[src/sv/srt_pkg.sv]
package srt_pkg;

    localparam int SRT_MAX_SECTORS = 64;
    localparam int BOX_STRIDE      = 6;
    localparam int COORD_W         = 24;
    localparam int RADIUS_W        = 20;
    localparam int GROW_W          = 21;
    localparam int WIDE_W          = 26;
    localparam int DIST_W          = 25;
    localparam int SQ_W            = 2 * DIST_W;
    localparam int D2_W            = SQ_W + 2;
    localparam int SECT_FIELD_W    = 6;
    localparam int COUNT_FIELD_W   = 7;
    localparam int CFG_DATA_W      = 64;
    localparam int CFG_INDEX_W     = 3;

    // z slack for clutter, Q20.4: 100.0 and 110.0 world units
    localparam logic [GROW_W-1:0] CLUTTER_SLACK_R = GROW_W'(1600);
    localparam logic [GROW_W-1:0] CLUTTER_SLACK_0 = GROW_W'(1760);

    // bound positions within a box row
    localparam logic [2:0] CRD_MINX = 3'd0;
    localparam logic [2:0] CRD_MINY = 3'd1;
    localparam logic [2:0] CRD_MINZ = 3'd2;
    localparam logic [2:0] CRD_MAXX = 3'd3;
    localparam logic [2:0] CRD_MAXY = 3'd4;
    localparam logic [2:0] CRD_MAXZ = 3'd5;

    // configuration register indexes
    localparam logic [CFG_INDEX_W-1:0] REG_ENABLE       = 3'd0;
    localparam logic [CFG_INDEX_W-1:0] REG_SECTOR_COUNT = 3'd1;
    localparam logic [CFG_INDEX_W-1:0] REG_VISIBLE_MASK = 3'd2;
    localparam logic [CFG_INDEX_W-1:0] REG_XY_PADDING   = 3'd3;
    localparam logic [CFG_INDEX_W-1:0] REG_Z_PADDING    = 3'd4;

    // decision codes
    localparam logic [2:0] DEC_DISABLED = 3'd0;
    localparam logic [2:0] DEC_VISIBLE  = 3'd1;
    localparam logic [2:0] DEC_HIDDEN   = 3'd2;
    localparam logic [2:0] DEC_NEAREST  = 3'd3;
    localparam logic [2:0] DEC_NONE     = 3'd4;

    typedef logic [BOX_STRIDE-1:0][COORD_W-1:0] box_row_t;

    // query terms precomputed at accept time
    typedef struct packed {
        logic signed [WIDE_W-1:0] x_hi;
        logic signed [WIDE_W-1:0] x_lo;
        logic signed [WIDE_W-1:0] y_hi;
        logic signed [WIDE_W-1:0] y_lo;
        logic signed [WIDE_W-1:0] z_hi;
        logic signed [WIDE_W-1:0] z_lo;
        logic signed [WIDE_W-1:0] ox;
        logic signed [WIDE_W-1:0] oy;
        logic signed [WIDE_W-1:0] dz_hi;
        logic signed [WIDE_W-1:0] dz_lo;
    } srt_query_t;

    typedef struct packed {
        logic                    valid;
        logic                    busy;
        logic                    overlap;
        logic [SECT_FIELD_W-1:0] idx;
        logic [D2_W-1:0]         d2;
    } srt_hit_t;

endpackage

[src/sv/srt_box_eval.sv]
module srt_box_eval
    import srt_pkg::*;
(
    input  logic                    aclk,
    input  logic                    aresetn,
    input  srt_query_t              query,
    input  logic                    in_valid,
    input  box_row_t                in_row,
    input  logic [SECT_FIELD_W-1:0] in_idx,
    output srt_hit_t                hit
);

    logic signed [WIDE_W-1:0] mnx, mny, mnz, mxx, mxy, mxz;
    logic                     ov_now;
    logic [DIST_W-1:0]        dx_now, dy_now, dz_now;

    logic                    valid_b_reg, valid_c_reg, valid_d_reg;
    logic                    ov_b_reg, ov_c_reg, ov_d_reg;
    logic [SECT_FIELD_W-1:0] idx_b_reg, idx_c_reg, idx_d_reg;
    logic [DIST_W-1:0]       dx_b_reg, dy_b_reg, dz_b_reg;
    logic [SQ_W-1:0]         sqx_c_reg, sqy_c_reg, sqz_c_reg;
    logic [D2_W-1:0]         d2_d_reg;

    function automatic logic [DIST_W-1:0] span_dist(
        input logic signed [WIDE_W-1:0] p_lo,
        input logic signed [WIDE_W-1:0] p_hi,
        input logic signed [WIDE_W-1:0] lo,
        input logic signed [WIDE_W-1:0] hi
    );
        logic signed [WIDE_W-1:0] diff;
        diff = '0;
        if (p_lo < lo) begin
            diff = lo - p_lo;
        end else if (p_hi > hi) begin
            diff = p_hi - hi;
        end
        return diff[DIST_W-1:0];
    endfunction

    assign mnx = WIDE_W'($signed(in_row[CRD_MINX]));
    assign mny = WIDE_W'($signed(in_row[CRD_MINY]));
    assign mnz = WIDE_W'($signed(in_row[CRD_MINZ]));
    assign mxx = WIDE_W'($signed(in_row[CRD_MAXX]));
    assign mxy = WIDE_W'($signed(in_row[CRD_MAXY]));
    assign mxz = WIDE_W'($signed(in_row[CRD_MAXZ]));

    assign ov_now = (query.x_hi >= mnx) && (query.x_lo <= mxx)
                 && (query.y_hi >= mny) && (query.y_lo <= mxy)
                 && (query.z_hi >= mnz) && (query.z_lo <= mxz);

    // z distance is to the slack-grown range: lo test uses oz+slack, hi uses oz-slack
    assign dx_now = span_dist(query.ox, query.ox, mnx, mxx);
    assign dy_now = span_dist(query.oy, query.oy, mny, mxy);
    assign dz_now = span_dist(query.dz_hi, query.dz_lo, mnz, mxz);

    always_ff @(posedge aclk) begin
        if (!aresetn) begin
            valid_b_reg <= 1'b0;
            valid_c_reg <= 1'b0;
            valid_d_reg <= 1'b0;
        end else begin
            valid_b_reg <= in_valid;
            valid_c_reg <= valid_b_reg;
            valid_d_reg <= valid_c_reg;
        end
        ov_b_reg  <= ov_now;
        idx_b_reg <= in_idx;
        dx_b_reg  <= dx_now;
        dy_b_reg  <= dy_now;
        dz_b_reg  <= dz_now;

        ov_c_reg  <= ov_b_reg;
        idx_c_reg <= idx_b_reg;
        sqx_c_reg <= dx_b_reg * dx_b_reg;
        sqy_c_reg <= dy_b_reg * dy_b_reg;
        sqz_c_reg <= dz_b_reg * dz_b_reg;

        ov_d_reg  <= ov_c_reg;
        idx_d_reg <= idx_c_reg;
        d2_d_reg  <= D2_W'(sqx_c_reg) + D2_W'(sqy_c_reg) + D2_W'(sqz_c_reg);
    end

    assign hit.valid   = valid_d_reg;
    assign hit.busy    = valid_b_reg | valid_c_reg | valid_d_reg;
    assign hit.overlap = ov_d_reg;
    assign hit.idx     = idx_d_reg;
    assign hit.d2      = d2_d_reg;

endmodule

[config.mk]
export PLATFORM = sky130hd
export DESIGN_NAME = srt_box_eval
export DESIGN_NICKNAME = d
export VERILOG_FILES = /design/src/sv/srt_pkg.sv /design/src/sv/srt_box_eval.sv
export SDC_FILE = /design/constraint.sdc
export NUM_CORES = 2
export LEC_CHECK = 0
export BUFFER_PORTS_ARGS = -buffer_cell sky130_fd_sc_hd__buf_2
export CAP_MARGIN = 5
export CORE_MARGIN = 2
export CORE_UTILIZATION = 55
export CTS_CLUSTER_DIAMETER = 60
export DETAILED_ROUTE_END_ITERATION = 10
export PLACE_DENSITY_LB_ADDON = 0.12
export SYNTH_ARGS = -nofsm -noshare
export SYNTH_HDL_FRONTEND = slang
export SYNTH_SLANG_ARGS = --single-unit
export TNS_END_PERCENT = 100
[constraint.sdc]
create_clock -name aclk -period 8.5 [get_ports aclk]
set_clock_uncertainty 0.1 [all_clocks]
set_input_delay 1.275 -clock aclk [delete_from_list [all_inputs] [get_ports aclk]]
set_output_delay 1.275 -clock aclk [all_outputs]
set_load 0.005 [all_outputs]
==> impl_metrics.ini <==
[detailed_routing]
via_count = 58800
drtPass1Iterations = 5
detail-route-antenna-nets = 0
routed_wire_length_per_instance_um = 19.5
detail_route.drc_violations = 0
drt_iter0_drc = 3471
avgViaCountPerCell = 5.39
finalWirelength_mm = 212

[die]
core_um2 = 139000
floorplan.die.height_um = 378
placement_rows = 137
io_pins = 474
die_w_um = 378
dieArea_um2 = 143000
floorplan.initialDensity = 0.553

[global_route]
global_route.usage.met2 = 0.506
grt_pass1_wl_mm = 337
grt_busiest_layer = met2
gr-usage-met1 = 0.413
grt_overflow = 0
grt_use_met3 = 0.0393
maximum_number_of_pins_on_one_net_before_global_route_repair = 28
grt_pass1_vias = 62200
gr-usage-all-layers = 0.303
number_of_antenna_violations_at_the_first_check_in_global_routing = 19

[cells_and_area]
flow.area_growth_from_synthesis_pct = 8.09
drive_gt1_frac = 0.0795
max_reg_flops = 52
seqCellArea_um2 = 5970
multi_input_gate_area_in_the_final_layout_um2 = 61300
layout.nets = 11900
num-fill-cells = 12600

[worst_setup_path]
cp_max_fo = 12
slowest_delay_ns = 0.67
crit_required_ns = 8.96
crit_path_top_delay_cell = sky130_fd_sc_hd__dfxtp_1
critical_path_buf_inv_count = 7
kind_of_start_point_of_the_critical_path = register
timing.critical_path.max_delay_family = adder cells
timing.setup.critical_path_class = reg -> reg
worst-endpoint-arrival_ns = 8.48
worst_setup_path_end_kind = register

[cts]
count_of_h_tree_levels_built_during_cts = 2
cts.path.max_buffers = 3
worstSkewPairLatency_ns = 0.65
cts.repair.resized = 0
root_buffer = sky130_fd_sc_hd__clkbuf_16
postCtsSetupRepairBufs = 0
cts_hold_buf = 0
tritoncts.num_buffers = 45
clkTransAtPathRegs_ns = 0.06
cts_tree = built
clock_sink_count = 298

[sta]
setup-violations-final = 0
grt_setup_unrepaired = false
maxSlewViolCount = 0
hold_violations = 0
worstMarginPinSlew_ns = 1.13
slew_headroom = 0.245
period_share = 0.943
fmax_mhz = 125
finalSetupTns_ns = 0
final.min_clock_period_ns = 8.02

[synthesis]
postSynth.topFlopCell = sky130_fd_sc_hd__dfxtp_1
share_of_synthesized_registers_carrying_an_async_set_or_reset = 0
synth_edf_count = 0
post_synth_num_cell_types = 97
synthesis.area_per_instance_um2 = 8.94
netlist_area_um2 = 76900
post_synth_inst_count = 8600
yosysTopAreaCellShare = 0.378
synth_area_leader_cell = sky130_fd_sc_hd__fa_1
synth_area_leaders = sky130_fd_sc_hd__fa_1, sky130_fd_sc_hd__ha_1, sky130_fd_sc_hd__inv_1
share_of_synthesized_area_occupied_by_flip_flops_and_latches = 0.0776
synth.yosys.warnings = 0
number_of_synthesized_register_bits = 298

[flow_run]
max_cap_viol_count = 0

[placement]
place.detailed.hpwl_mm = 185
numPortBuffers = 473
gp_congestion = 0.979

[worst_hold_path]
min-delay-path-class = reg -> reg

[run_status]
outcome = finished clean
==> worst reg2reg max path, delay by kind of cell (launching register included) <==
kind	cells	cell delay, ns
xor+xnor	1	0.16
simple gates	2	0.47
buf+inv	7	0.40
compound gates	8	2.08
flops	1	0.67
fa+ha+maj	8	4.03
==> area by class of cell <==
type / count / area share
repair buffers: 578 / 0.0380
inverters: 2338 / 0.106
multi-input cells: 5729 / 0.737
clock buffers: 49 / 0.0140
well taps: 1876 / 0.0282
flip-flops and latches: 298 / 0.0718
diodes: 9 / 0.000271
clock inverters: 32 / 0.00527
==> cells in the mapped netlist, types with 15 or more instances <==
cell type and number:
sky130_fd_sc_hd__inv_1 2337, sky130_fd_sc_hd__fa_1 1454, sky130_fd_sc_hd__ha_1 994, sky130_fd_sc_hd__nand2_1 619
sky130_fd_sc_hd__and2_1 396, sky130_fd_sc_hd__a21oi_1 351, sky130_fd_sc_hd__dfxtp_1 298, sky130_fd_sc_hd__a21o_1 273
sky130_fd_sc_hd__nor2_1 245, sky130_fd_sc_hd__clkbuf_1 228, sky130_fd_sc_hd__xnor2_1 222, sky130_fd_sc_hd__o21ai_0 175
sky130_fd_sc_hd__xor2_1 110, sky130_fd_sc_hd__nand4_1 86, sky130_fd_sc_hd__o21a_1 66, sky130_fd_sc_hd__nor2b_1 61
sky130_fd_sc_hd__nand3_1 59, sky130_fd_sc_hd__o21bai_1 50, sky130_fd_sc_hd__nand2b_1 46, sky130_fd_sc_hd__nor3_1 40
sky130_fd_sc_hd__o22ai_1 40, sky130_fd_sc_hd__a31oi_1 35, sky130_fd_sc_hd__a211oi_1 30, sky130_fd_sc_hd__and3_1 30
sky130_fd_sc_hd__o21ai_1 20, sky130_fd_sc_hd__or3_1 20, sky130_fd_sc_hd__nor4_1 18, sky130_fd_sc_hd__o31ai_1 18
sky130_fd_sc_hd__or2_2 15
==> final timing paths <==
| check | startpoint | endpoint | slack (ns) | cells after the start |
|---|---|---|---|---|
| worst min-delay path | idx_c_reg[5]$_DFF_P_ | idx_d_reg[5]$_DFF_P_ | 0.22 | 0 |
| worst min register to register | idx_c_reg[5]$_DFF_P_ | idx_d_reg[5]$_DFF_P_ | 0.22 | 0 |
| worst max-delay path | dx_b_reg[2]$_DFF_P_ | sqx_c_reg[46]$_DFF_P_ | 0.48 | 26 |
| worst max register to register | dx_b_reg[2]$_DFF_P_ | sqx_c_reg[46]$_DFF_P_ | 0.48 | 26 |
==> placed cells by master (no fill, tap or decap), drive strengths merged, types with 20 or more instances in the layout <==
| cell | netlist | final |
|---|---|---|
| nor3 | 41 | 41 |
| o21ai | 196 | 196 |
| ha | 994 | 994 |
| a21o | 276 | 276 |
| nor2 | 245 | 245 |
| dfxtp | 298 | 298 |
| o21bai | 51 | 51 |
| a211oi | 30 | 30 |
| clkbuf | 228 | 49 |
| buf | 9 | 578 |
| and3 | 31 | 31 |
| xor2 | 110 | 110 |
| a31oi | 35 | 35 |
| nand3 | 59 | 59 |
| nand4 | 86 | 86 |
| fa | 1454 | 1454 |
| nand2b | 46 | 46 |
| o22ai | 40 | 40 |
| xnor2 | 222 | 222 |
| o21a | 67 | 67 |
| nor2b | 61 | 61 |
| a21oi | 354 | 354 |
| or3 | 20 | 20 |
| and2 | 396 | 396 |
| nand2 | 620 | 620 |
| inv | 2337 | 2352 |
==> logic make-up after synthesis <==
logic type / after synthesis / synth area share
flops: 298 / 0.0776
mux: 8 / 0.00111
xor+xnor: 332 / 0.0378
simple gates: 1675 / 0.108
buf+inv: 2575 / 0.126
fa+ha+maj: 2448 / 0.540
compound gates: 1263 / 0.110
other cells: 1 / 0.0000488
==> per-layer routing <==
| metal | part of all wire | vias to the layer above |
|---|---|---|
| li1 | - | 27200 |
| met1 | 0.43 | 29400 |
| met2 | 0.47 | 1803 |
| met3 | 0.064 | 338 |
| met4 | 0.030 | 6 |
| met5 | 0.00020 | - |
==> stage by stage <==
step	instances	instance area [um^2]	hold WS [ns]	utilization	setup WS [ns]
2_1_floorplan	8602	76900	0.210	-	1.23
3_3_place_gp	10800	81500	0.211	0.586	0.666
3_5_place_dp	10800	81500	0.212	0.586	0.546
4_1_cts	10900	83100	0.224	0.597	0.493
5_1_grt	10900	83100	0.231	0.597	0.0314
6_report	10900	83100	0.225	0.597	0.483
Power is left out: the tool's default activity adds up to more than one toggle a clock period on the data nets, which glitch-free logic cannot reach.
